[src/design/half_float_converter_macros.svh]
// assertion macros used by the half_float_converter top module
// no dependencies
`ifndef HALF_FLOAT_CONVERTER_MACROS_SVH
`define HALF_FLOAT_CONVERTER_MACROS_SVH

// antecedent implies consequent, consequent may carry a constant delay
`define HFC_ASSERT_IMPLIES(label, clk, rst_n, ante, cons, msg) \
  label: assert property (@(posedge clk) disable iff (!rst_n) (ante) |-> cons) \
    else $error(msg);

// condition must never hold
`define HFC_ASSERT_NEVER(label, clk, rst_n, cond, msg) \
  label: assert property (@(posedge clk) disable iff (!rst_n) !(cond)) \
    else $error(msg);

`endif

[src/design/hfc_pkg.sv]
// types and constants of the binary16/binary32 converter
// no dependencies
`timescale 1ns / 1ps
package hfc_pkg;

  typedef enum logic {
    CMD_NARROW = 1'b0,
    CMD_WIDEN  = 1'b1
  } cmd_e;

  localparam logic [15:0] H_INF      = 16'h7C00;
  localparam logic [9:0]  H_QUIET    = 10'h200;
  localparam logic [7:0]  F_EXP_MAX  = 8'hFF;
  localparam logic [4:0]  H_EXP_MAX  = 5'h1F;
  localparam logic [7:0]  EXP_REBIAS = 8'd112;
  localparam int unsigned F_FRAC_W   = 23;
  localparam int unsigned H_FRAC_W   = 10;

endpackage

[src/design/half_float_converter.sv]
// half_float_converter: start reaches done through v1_q, v2_q and done_q, one beat per cycle
// throughput one conversion every cycle through a three stage pipeline
// busy_o stays low: the pipeline never stalls, the receiver cannot hold off
// rst_ni asynchronous active low clears the valid and command pipeline only
// depends on hfc_pkg, hfc_narrow, hfc_widen, half_float_converter_macros.svh
`timescale 1ns / 1ps
`include "half_float_converter_macros.svh"
module half_float_converter (
  input  logic        clk_i,
  input  logic        rst_ni,
  input  logic        start_i,
  output logic        busy_o,
  input  logic        command_i,
  input  logic [31:0] value_i,
  output logic        done_o,
  output logic [31:0] result_o
);

  logic              v1_q, v2_q, done_q;
  hfc_pkg::cmd_e     cmd1_q, cmd2_q, cmd3_q;
  logic [15:0]       narrow_res;
  logic [31:0]       widen_res;
  logic [31:0]       result_d, result_q;

  assign busy_o = 1'b0;

  hfc_narrow u_narrow (
    .clk_i    (clk_i),
    .value_i  (value_i),
    .result_o (narrow_res)
  );

  hfc_widen u_widen (
    .clk_i    (clk_i),
    .value_i  (value_i[15:0]),
    .result_o (widen_res)
  );

  always_ff @(posedge clk_i or negedge rst_ni) begin
    if (!rst_ni) begin
      v1_q   <= 1'b0;
      v2_q   <= 1'b0;
      done_q <= 1'b0;
      cmd1_q <= hfc_pkg::CMD_NARROW;
      cmd2_q <= hfc_pkg::CMD_NARROW;
      cmd3_q <= hfc_pkg::CMD_NARROW;
    end else begin
      v1_q   <= start_i && !busy_o;
      v2_q   <= v1_q;
      done_q <= v2_q;
      cmd1_q <= hfc_pkg::cmd_e'(command_i);
      cmd2_q <= cmd1_q;
      cmd3_q <= cmd2_q;
    end
  end

  assign result_d = (cmd2_q == hfc_pkg::CMD_WIDEN) ? widen_res : {16'd0, narrow_res};

  always_ff @(posedge clk_i) begin
    result_q <= result_d;
  end

  assign done_o   = done_q;
  assign result_o = result_q;

  `HFC_ASSERT_IMPLIES(a_start_done, clk_i, rst_ni, start_i && !busy_o, ##3 done_o, "beat lost")
  `HFC_ASSERT_IMPLIES(a_no_spurious, clk_i, rst_ni, !start_i, ##3 !done_o, "beat invented")
  `HFC_ASSERT_NEVER(a_narrow_upper, clk_i, rst_ni, done_o && (cmd3_q == hfc_pkg::CMD_NARROW) && (result_o[31:16] != 16'd0), "narrow result upper half not zero")

endmodule

[src/design/hfc_narrow.sv]
// binary32 to binary16 narrowing, two register stages and a rounding adder
// depends on hfc_pkg
`timescale 1ns / 1ps
module hfc_narrow (
  input  logic        clk_i,
  input  logic [31:0] value_i,
  output logic [15:0] result_o
);

  // stage 1: classify and rebias
  logic                                sgn_q;
  logic [hfc_pkg::F_FRAC_W-1:0]        frac_q;
  logic signed [8:0]                   e_q;
  logic                                spec_q, ovf_q, tiny_q, sub_q;
  logic signed [8:0]                   e_d;

  assign e_d = $signed({1'b0, value_i[30:23]}) - $signed({1'b0, hfc_pkg::EXP_REBIAS});

  always_ff @(posedge clk_i) begin
    sgn_q  <= value_i[31];
    frac_q <= value_i[22:0];
    e_q    <= e_d;
    spec_q <= (value_i[30:23] == hfc_pkg::F_EXP_MAX);
    ovf_q  <= (e_d >= 9'sd31);
    tiny_q <= (e_d < -9'sd10);
    sub_q  <= (e_d <= 9'sd0);
  end

  // stage 2: align and collect round and sticky bits
  logic [15:0] base_d, base_q;
  logic        rnd_d, rnd_q, stk_d, stk_q;
  logic [23:0] mant;
  logic [3:0]  nsh;
  logic [4:0]  hpos;
  logic [23:0] wide, mask;
  logic [9:0]  qv;
  logic [9:0]  nan_m;

  always_comb begin
    mant  = {1'b1, frac_q};
    nsh   = 4'(9'sd0 - e_q);
    hpos  = {1'b0, nsh} + 5'd13;
    wide  = mant >> hpos;
    mask  = (24'd1 << hpos) - 24'd1;
    qv    = mant[23:14] >> nsh;
    nan_m = (frac_q != '0) ? (frac_q[22:13] | hfc_pkg::H_QUIET) : 10'd0;
    rnd_d = 1'b0;
    stk_d = 1'b0;
    if (spec_q) begin
      base_d = {sgn_q, 15'd0} | hfc_pkg::H_INF | {6'd0, nan_m};
    end else if (ovf_q) begin
      base_d = {sgn_q, 15'd0} | hfc_pkg::H_INF;
    end else if (tiny_q) begin
      base_d = {sgn_q, 15'd0};
    end else if (sub_q) begin
      base_d = {sgn_q, 5'd0, qv};
      rnd_d  = wide[0];
      stk_d  = |(mant & mask);
    end else begin
      base_d = {sgn_q, e_q[4:0], frac_q[22:13]};
      rnd_d  = frac_q[12];
      stk_d  = |frac_q[11:0];
    end
  end

  always_ff @(posedge clk_i) begin
    base_q <= base_d;
    rnd_q  <= rnd_d;
    stk_q  <= stk_d;
  end

  // stage 3: round to nearest even, carry may run into the exponent
  assign result_o = base_q + {15'd0, rnd_q & (stk_q | base_q[0])};

endmodule

[src/design/hfc_widen.sv]
// binary16 to binary32 widening, two register stages and a normalising shift
// depends on hfc_pkg
`timescale 1ns / 1ps
module hfc_widen (
  input  logic        clk_i,
  input  logic [15:0] value_i,
  output logic [31:0] result_o
);

  // stage 1: split fields
  logic                         sgn1_q, sgn2_q;
  logic [4:0]                   ef1_q, ef2_q;
  logic [hfc_pkg::H_FRAC_W-1:0] m1_q, m2_q;

  always_ff @(posedge clk_i) begin
    sgn1_q <= value_i[15];
    ef1_q  <= value_i[14:10];
    m1_q   <= value_i[9:0];
  end

  // stage 2: leading one of a subnormal mantissa
  logic [3:0] lead_d, lead_q;

  always_comb begin
    lead_d = 4'd0;
    for (int i = 0; i < hfc_pkg::H_FRAC_W; i++) begin
      if (m1_q[i]) begin
        lead_d = 4'(i);
      end
    end
  end

  always_ff @(posedge clk_i) begin
    sgn2_q <= sgn1_q;
    ef2_q  <= ef1_q;
    m2_q   <= m1_q;
    lead_q <= lead_d;
  end

  // stage 3: normalise and assemble
  logic [3:0]  sh;
  logic [10:0] mn;
  logic [7:0]  ex;

  always_comb begin
    sh = 4'd10 - lead_q;
    mn = {1'b0, m2_q} << sh;
    ex = 8'd103 + {4'd0, lead_q};
    if (ef2_q == 5'd0) begin
      if (m2_q == '0) begin
        result_o = {sgn2_q, 31'd0};
      end else begin
        result_o = {sgn2_q, ex, mn[9:0], 13'd0};
      end
    end else if (ef2_q == hfc_pkg::H_EXP_MAX) begin
      result_o = {sgn2_q, hfc_pkg::F_EXP_MAX, m2_q, 13'd0};
    end else begin
      result_o = {sgn2_q, {3'd0, ef2_q} + hfc_pkg::EXP_REBIAS, m2_q, 13'd0};
    end
  end

endmodule
[config.mk]
export PLATFORM = sky130hd
export DESIGN_NAME = half_float_converter
export DESIGN_NICKNAME = d
export VERILOG_FILES = /design/src/design/hfc_pkg.sv /design/src/design/half_float_converter.sv /design/src/design/hfc_narrow.sv /design/src/design/hfc_widen.sv
export VERILOG_INCLUDE_DIRS = /design/src /design/src/design
export SDC_FILE = /design/constraint.sdc
export NUM_CORES = 1
export LEC_CHECK = 0
export ABC_AREA = 1
export ABC_CLOCK_PERIOD_IN_PS = 3600
export CORE_ASPECT_RATIO = 0.6
export CORE_MARGIN = 2
export CORE_UTILIZATION = 45
export CTS_CLUSTER_SIZE = 16
export DETAILED_ROUTE_END_ITERATION = 10
export DONT_BUFFER_PORTS = 1
export PLACE_DENSITY_LB_ADDON = 0.2
export RECOVER_POWER = 50
export SYNTH_ARGS = -nofsm -noshare
export SYNTH_HDL_FRONTEND = slang
export SYNTH_SLANG_ARGS = --single-unit
[constraint.sdc]
create_clock -name clk_i -period 3.6 [get_ports clk_i]
set_input_delay 0.36 -clock clk_i [delete_from_list [all_inputs] [get_ports clk_i]]
set_output_delay 0.36 -clock clk_i [all_outputs]
set_load 0.03 [all_outputs]
# After elaboration in Yosys (flattened, before gate mapping)
# Index checks and enable logic that the tools add are counted.
# totals
reg_bits	124
input_bits	36
out_inout_bits	34
elab_cells	72
# op_classes
addsub	8
n_lt_le_gt_ge	3
eq_ne	2
shifts	4
n_mux	19
bitwise_logic	4
n_reduce_logical	7
# ops
op	count
31-bit two-way mux	3
15-bit two-way mux	3
16-bit two-way mux	2
24-bit bitwise AND	1
24-bit OR reduction	1
1-bit by 5-bit << shifter with 24-bit output (first input constant)	1
24-bit by 5-bit >> shifter with 1-bit output	1
24-bit by 1-bit subtractor with 24-bit output (second input constant)	1
23-bit nonzero test	1
16-bit by 1-bit adder with 16-bit output	1
16-bit by 10-bit OR with 16-bit output	1
3-bit two-way mux	4
12-bit OR reduction	1
10-bit zero test	1
10-bit two-way mux	1
10-bit by 4-bit << shifter with 10-bit output	1
10-bit by 4-bit >> shifter with 10-bit output	1
9-bit by 6-bit >= comparator with 1-bit output (second input constant)	1
9-bit by 1-bit <= comparator with 1-bit output (second input constant)	1
9-bit by 5-bit less-than comparator with 1-bit output (second input constant)	1
8-bit by 7-bit subtractor with 9-bit output (second input constant)	1
5-bit by 7-bit adder with 8-bit output (second input constant)	1
7-bit by 4-bit adder with 8-bit output (first input constant)	1
8-bit == test (second input constant)	1
other kinds (11)	15

# Depth between registers and ports, before layout
# Gate-level depths: netlist of the first run.
# logic_depth
word_depth	8
mapped_depth	21
mapped_depth_nobuf	20

# Modules after synthesis
# From an unflattened synthesis of the first run, not the netlist that was laid out.
# hier_totals
cells_unflattened	782
hier_area_um2	5918.2
# modules_own_cells
mod	n_inst	cells_each	area_per_inst_um2	seq_area_each_um2
hfc_narrow	1	446	3178.0	1021.0
hfc_widen	1	211	1601.5	720.7
half_float_converter	1	125	1138.6	765.7

# Worst setup path after synthesis of the first run
# Ideal clock, no wire load.
# synth_path
kind	reg-to-reg
start	register u_narrow.e_q[0]
end	register u_narrow.stk_q
setup_ns	0.117
t_arrival_ns	2.425
required_time_ns	3.483
slack_ns	1.058
stages_incl_launch_ff	20
n_path_buf	2
period_less_slack_ns	2.542
path_cell_list	dfxtp_1 inv_2 ha_1 ha_1 buf_4 nor2_4 buf_6 nand3_2 inv_2 nor2_4 o21ai_0 nand2_1 nor2_1 nand2_1 nand2_1 nand3_1 nor2_1 nand3_1 nor2_1 nor2_1
# synth_via
elab_chain_len	7
# synth_lines
element	line_no	source
start, declared	hfc_narrow.sv:13	logic signed [8:0] e_q;
start signal, assigned	hfc_narrow.sv:22	e_q <= e_d;
1-bit by 4-bit subtractor with 4-bit output	hfc_narrow.sv:41	nsh = 4'(9'sd0 - e_q);
4-bit by 4-bit adder with 5-bit output	hfc_narrow.sv:42	hpos = {1'b0, nsh} + 5'd13;
1-bit by 5-bit << shifter with 24-bit output	hfc_narrow.sv:44	mask = (24'd1 << hpos) - 24'd1;
24-bit by 1-bit subtractor with 24-bit output	hfc_narrow.sv:44	
24-bit bitwise AND	hfc_narrow.sv:58	stk_d = |(mant & mask);
24-bit OR reduction	hfc_narrow.sv:58	
1-bit two-way mux	hfc_narrow.sv:55	end else if (sub_q) begin
end signal, assigned	hfc_narrow.sv:69	stk_q <= stk_d;
end, declared	hfc_narrow.sv:31	logic rnd_d, rnd_q, stk_d, stk_q;
# No other way between the ends.
# A chain may end at the register's enable or synchronous reset.

# Worst setup path in the final report of the first run
# layout_path
start	register u_narrow.e_q[1]
end	register u_narrow.stk_q
# The elaborated chain is that of the path after synthesis.

==> results of run 1 <==
-- worst max path at each step --
stage,from,endpoint,slack (ns),cells past startpoint
after global routing,u_narrow.e_q[1],u_narrow.stk_q,0.17,18
after global placement,u_narrow.e_q[1],u_narrow.stk_q,0.69,19
after detailed placement,u_narrow.e_q[1],u_narrow.stk_q,0.58,19
after floorplan,u_narrow.e_q[0],u_narrow.stk_q,1.06,19
final,u_narrow.e_q[1],u_narrow.stk_q,0.51,18
after CTS,u_narrow.e_q[1],u_narrow.stk_q,0.55,19
-- stage by stage --
step	util	instance area, µm²	hold WS (ns)
3_3_place_gp	0.471	5330	0.0645
4_1_cts	0.497	5620	0.0138
3_5_place_dp	0.471	5330	0.0645
6_report	0.497	5620	0.0211
2_1_floorplan	-	5220	0.0644
5_1_grt	0.497	5620	0.00648
-- final cells by class --
| cell class | instances | area (µm²) |
|---|---|---|
| fill | 1081 | 5680 |
| sequential | 107 | 2170 |
| inverter | 92 | 348 |
| clock inverter | 6 | 53.8 |
| timing repair buffer | 3 | 25.0 |
| multi-input combinational | 474 | 2600 |
| tap | 160 | 200 |
| clock buffer | 10 | 229 |
-- synth_stat cells (3+ instances only) --
cell type    n  area share
dfrtp_1      5       0.024
o22ai_1     11       0.013
o21bai_1     4      0.0058
nor3_1      11       0.011
nor2_1      72       0.052
nand2_2     10       0.012
o211ai_1     8       0.012
nand2_1    125       0.090
ha_1        15       0.036
nand3_2      5      0.0096
nand3_1     44       0.042
o21a_1       3      0.0043
nand2_4      4      0.0086
buf_4        5      0.0072
nand4_1     12       0.014
xnor2_1      4      0.0067
nand4_2      3      0.0072
inv_1       78       0.056
a22oi_1      4      0.0058
nor2_4       3      0.0065
inv_2       10      0.0072
nand4_4      3       0.012
o21ai_0     54       0.052
a31oi_1      3      0.0036
xor2_1       4      0.0067
nor2_2       7      0.0084
o21ai_1      3      0.0029
clkbuf_1    10      0.0072
dfxtp_1    102        0.39
nor4_1       3      0.0036
clkinv_1     3      0.0022
mux2i_1      4      0.0077
a21oi_1     36       0.035
-- logic make-up after synthesis --
logic type,after synthesis
and+or+nand+nor,307
AOI/OAI and AO/OA,137
buffers and inverters,110
DFF,107
adders and majority gates,15
xor gates and xnor gates,8
muxes,4
other,2
-- worst register-to-register path, delay by kind of cell (launching register included) --
family,cells,cell delay (ns)
flip-flops,1,0.39
AND/OR/NAND/NOR,12,1.12
adder cells (fa/ha/maj),2,0.76
AO/OA/AOI/OAI,1,0.24
buffers and inverters,3,0.44
-- flip-flops by register name, summed over array words and instances (netlist names), 4 cells and up --
register         cells
u_narrow.e_q         5
u_widen.ef2_q        5
u_narrow.frac_q     10
u_narrow.base_q     16
u_widen.lead_q       4
u_widen.m2_q        10
u_widen.ef1_q        4
result_o            31
u_widen.m1_q         9
-- report_power, final --
| group | switching [mW] | leakage (nW) | internal (mW) | total (mW) |
|---|---|---|---|---|
| clock network | 0.452 | 0.136 | 0.483 | 0.936 |
| registers | 0.111 | 0.911 | 1.26 | 1.37 |
| logic | 0.279 | 1.56 | 0.133 | 0.412 |
| total | 0.842 | 2.61 | 1.87 | 2.72 |
-- layer usage --
layer	vias to the layer above	GRT usage	part of all wire
met5	-	0	0
met4	0	0.0513	0.0077
met3	9	0.0775	0.12
met2	202	0.304	0.38
met1	2067	0.356	0.49
li1	2280	-	-
==> flow_metrics.tcl, run 1 <==
set metrics [dict create \
    fp.dieW_um 143 \
    grt_pass1_vias 4119 \
    io_buffers 0 \
    startpoint_type "register" \
    drc_errors 0 \
    htreeDepth 3 \
    power_mw 2.72 \
    ctsHoldBuffers 1 \
    clock_skew_ns 0.0167 \
    cts_resized 0 \
    cts_root_buf "clkbuf_16" \
    gp_congestion 0.993 \
    post_route_cells_drive_above_1_share 0.0983 \
    reg2reg_depth 18 \
    synth_top_family_by_area "simple AND/OR/NAND/NOR gates" \
    cp_slowest_cell "ha_1" \
    power_density_mw_per_mm2 483 \
    hold_viol 0 \
    critPathBufInv 3 \
    grt_pass1_wl_um 21800 \
    initial_core_util 0.462 \
    outcome "finished clean" \
    synthArstFlopShare 0.0467 \
    p_leak_nw 2.61 \
    synthCells 690 \
    fin_crit_sh 0.858 \
    rows 30 \
    final_cell_mix "125 x nand2_1, 102 x dfxtp_1, 78 x inv_1" \
    synth-simple-area-share 0.286 \
    coreArea_mm2 0.0113 \
    ys_warn_count 0 \
    dp_hpwl_um 10900 \
    synth-xor-area-share 0.0134 \
    min_from "value_i[22]" \
    cap_viol_max_count 0 \
    crit_family "simple AND/OR/NAND/NOR gates" \
    ys_ff_latch 107 \
    rsz0062_at_grt "no" \
    place_ws_ns 0.576 \
    worst_pin_slew_ns 0.653 \
    grt.total_usage 0.231 \
    slew_headroom 0.564 \
    worstPathCellList "inv_1, ha_1, ha_1, inv_2, nand2_2, nand2_4, inv_2, nor2_1, o21ai_2, nand3_1, nor2_1, nand2_1, nand2_1, nand3_1, nor2_1, nand3_1, nor2_1, nor2_1" \
    slowest_delay_ns 0.53 \
    ys.flop_type "dfxtp_1" \
    synth_cell_types 50 \
    cp.arrival_ns 3.31 \
    clkTransAtPathRegs_ns 0.08 \
    path_max_fanout 12 \
    cts_buffers 9 \
    setup_viol 0 \
    avgSynthCellArea_um2 7.57 \
    cpMostUsedCell "nor2_1" \
    slew_violations 0 \
    finalSetupTns_ns 0 \
    drtAntennaViolNets 0 \
    r2r-start "u_narrow.e_q[1]" \
    final_common_cell "nand2_1" \
    num_vias 4558 \
    min_period_ns 3.09 \
    grt_start_max_net_pins 24 \
    io_pins 70 \
    clock_latency_ns 0.36 \
    wire_per_inst_um 16.2 \
    synth_adder_area_share 0.0360 \
    post_cts_buffers 0 \
    clock_tree.buffer_depth 2 \
    finalNetCount 738 \
    cp_data_required_time_ns 3.82 \
    worstSetupPathType "reg -> reg" \
    timing.rr.end "u_narrow.stk_q" \
    cts_tree "done" \
    holdPathStages 0 \
    cts_num_sinks 107 \
    dieHeight_um 87.4 \
    synth_mux_area_frac 0.00767 \
    die_area_mm2 0.0125 \
    max_freq_mhz 324 \
    synth_area_mm2 0.00522 \
    synth_compound_area_frac 0.152 \
    holdPathEnd "u_narrow.frac_q[22]" \
    first_pass_iters 5 \
    ir_drop_v 0.000218 \
    worst_slack_ns 0.513 \
    dpl.cell_count 835 \
    wirelength_um 13800 \
    seq_area_frac_synth 0.415 \
    final_cell_count_no_fill 852 \
    synth_edf_count 0 \
    hold_path.class "in -> reg" \
    cp-end-kind "register" \
    via_per_inst 5.35 \
    r2r_slack_ns 0.51 \
    grt_overflow 0 \
    area.growth.synth_to_final_pct 7.65 \
    antenna_found_initial 0 \
    drt_iter0_markers 469 \
    antenna_cells 0 \
]
No activity file was read; power rests on OpenSTA's default activity.
==> run 2: changes to the inputs <==
HOLD_SLACK_MARGIN = 0.15   (was default)
==> run 2 against run 1 <==
  * Flip-flop and latch count is the same
  * Clock skew shrank 0.00056 ns
  * Non-clock buffer count grew 32
  * First-iteration DRC count grew 8.5%
  * Clock power is essentially flat
  * Sequential share of layout area shrank 2.1 points
  * Die area is the same
  * Clock-buffer cell count is the same
  * Global-route usage grew 0.44 points
  * Critical endpoint unchanged
  * Largest power group unchanged
  * Highest routed layer unchanged
==> flow_metrics.tcl, run 2 (same netlist as run 1, synthesis figures left out) <==
set metrics [dict create \
    gp_congestion 0.993 \
    cp-end-kind "register" \
    dieHeight_um 87.4 \
    cts_resized 0 \
    drtAntennaViolNets 0 \
    ir_drop_v 0.000218 \
    nFillCells 1054 \
    p_leak_nw 2.74 \
    worst_slack_ns 0.520 \
    grt_start_max_net_pins 24 \
    finalNetCount 770 \
    first_pass_iters 5 \
    post_route_cells_drive_above_1_share 0.0939 \
    grt.total_usage 0.236 \
    grtUsageMet3 0.0715 \
    post_cts_buffers 0 \
    outcome "finished clean" \
    place_ws_ns 0.576 \
    cp_data_required_time_ns 3.82 \
    clkTransAtPathRegs_ns 0.08 \
    drc_errors 0 \
    cap_viol_max_count 0 \
    grtUsageMet1 0.363 \
    ctsHoldBuffers 33 \
    wire_per_inst_um 16.0 \
    top_usage_layer "met1" \
    antenna_found_initial 0 \
    num_vias 4670 \
    final_cell_mix "125 x nand2_1, 102 x dfxtp_1, 78 x inv_1" \
    wirelength_um 14100 \
    grt_overflow 0 \
    hold_path.class "in -> reg" \
    grt_pass1_wl_um 22300 \
    drt_iter0_markers 509 \
    grt_pass1_vias 4240 \
    largest_reg_flops 31 \
    io_buffers 0 \
    via_per_inst 5.28 \
    cts_root_buf "clkbuf_16" \
    slew_violations 0 \
    finalSetupTns_ns 0 \
    cts_num_sinks 107 \
    max_freq_mhz 325 \
    coreArea_mm2 0.0113 \
    grt_use_met2 0.315 \
    cp.arrival_ns 3.30 \
    clock_tree.buffer_depth 2 \
    cts_buffers 9 \
    fp.dieW_um 143 \
    rsz0062_at_grt "no" \
    worstSetupPathType "reg -> reg" \
    post-route-util 0.526 \
    initial_core_util 0.462 \
    startpoint_type "register" \
    dp_hpwl_um 10900 \
    min_period_ns 3.08 \
    rows 30 \
    clock_skew_ns 0.0162 \
    slew_headroom 0.566 \
    final_common_cell "nand2_1" \
    die_area_mm2 0.0125 \
    cts_tree "done" \
    worst_pin_slew_ns 0.650 \
    power_density_mw_per_mm2 462 \
    io_pins 70 \
    area.growth.synth_to_final_pct 13.8 \
    hold_viol 0 \
    path_max_fanout 12 \
    clock_latency_ns 0.36 \
    power_mw 2.75 \
    htreeDepth 3 \
    fin_crit_sh 0.856 \
    antenna_cells 0 \
    setup_viol 0 \
]
run 2: changes by cell type in the layout (fill, tap and decap cells not counted), sizes merged:
| cell | before | now |
|---|---|---|
| dlygate4sd3 | 1 | 33 |
run 2: path summary, 6_finish.rpt:
kind | from | endpoint | slack [ns] | depth (start not counted)
min in group asynchronous | rst_ni | cmd1_q | 0.30 | 1
max | u_narrow.e_q[1] | u_narrow.stk_q | 0.52 | 18
max in group asynchronous | rst_ni | done_o | 3.10 | 1
max reg2reg | u_narrow.e_q[1] | u_narrow.stk_q | 0.52 | 18
min reg2reg | u_narrow.sgn_q | u_narrow.base_q[15] | 0.33 | 0
min | value_i[23] | u_narrow.spec_q | 0.18 | 2
run 2: worst max-delay path, stage by stage, from the launching register on:
cell,delay (ns)
dfxtp_1,0.39
inv_1,0.14
ha_1,0.23
ha_1,0.53
inv_2,0.21
nand2_2,0.12
nand2_4,0.10
inv_2,0.09
nor2_1,0.08
o21ai_2,0.24
nand3_1,0.16
nor2_1,0.17
nand2_1,0.06
nand2_1,0.05
nand3_1,0.07
nor2_1,0.09
nand3_1,0.07
nor2_1,0.10
nor2_1,0.04
run 2: layout make-up:
| type | instances | area (µm²) | share of cell area |
|---|---|---|---|
| Multi-Input combinational cell | 474 | 2600 | 0.437 |
| Sequential cell | 107 | 2170 | 0.365 |
| Inverter | 92 | 348 | 0.0586 |
| Clock buffer | 10 | 229 | 0.0386 |
| Timing Repair Buffer | 35 | 345 | 0.0581 |
| Clock inverter | 6 | 53.8 | 0.00906 |
| Tap cell | 160 | 200 | 0.0337 |
run 2: layer usage:
metal,share of wire,vias up,routed length [µm]
li1,-,2344,-
met1,0.51,2133,7190
met2,0.39,184,5490
met3,0.095,9,1340
met4,0.0075,0,106
met5,0,-,0
run 2: report_power, final:
part	switching [mW]	internal [mW]
registers	0.111	1.26
clock network	0.454	0.483
logic	0.285	0.156
run 2: metrics by stage:
step           hold slack, ns  area, µm²  instances
6_report                0.177       5940        884
5_1_grt                 0.172       5940        884
4_1_cts                 0.167       5940        884
3_5_place_dp           0.0645       5330        835
3_3_place_gp           0.0645       5330        835
2_1_floorplan          0.0644       5220        691
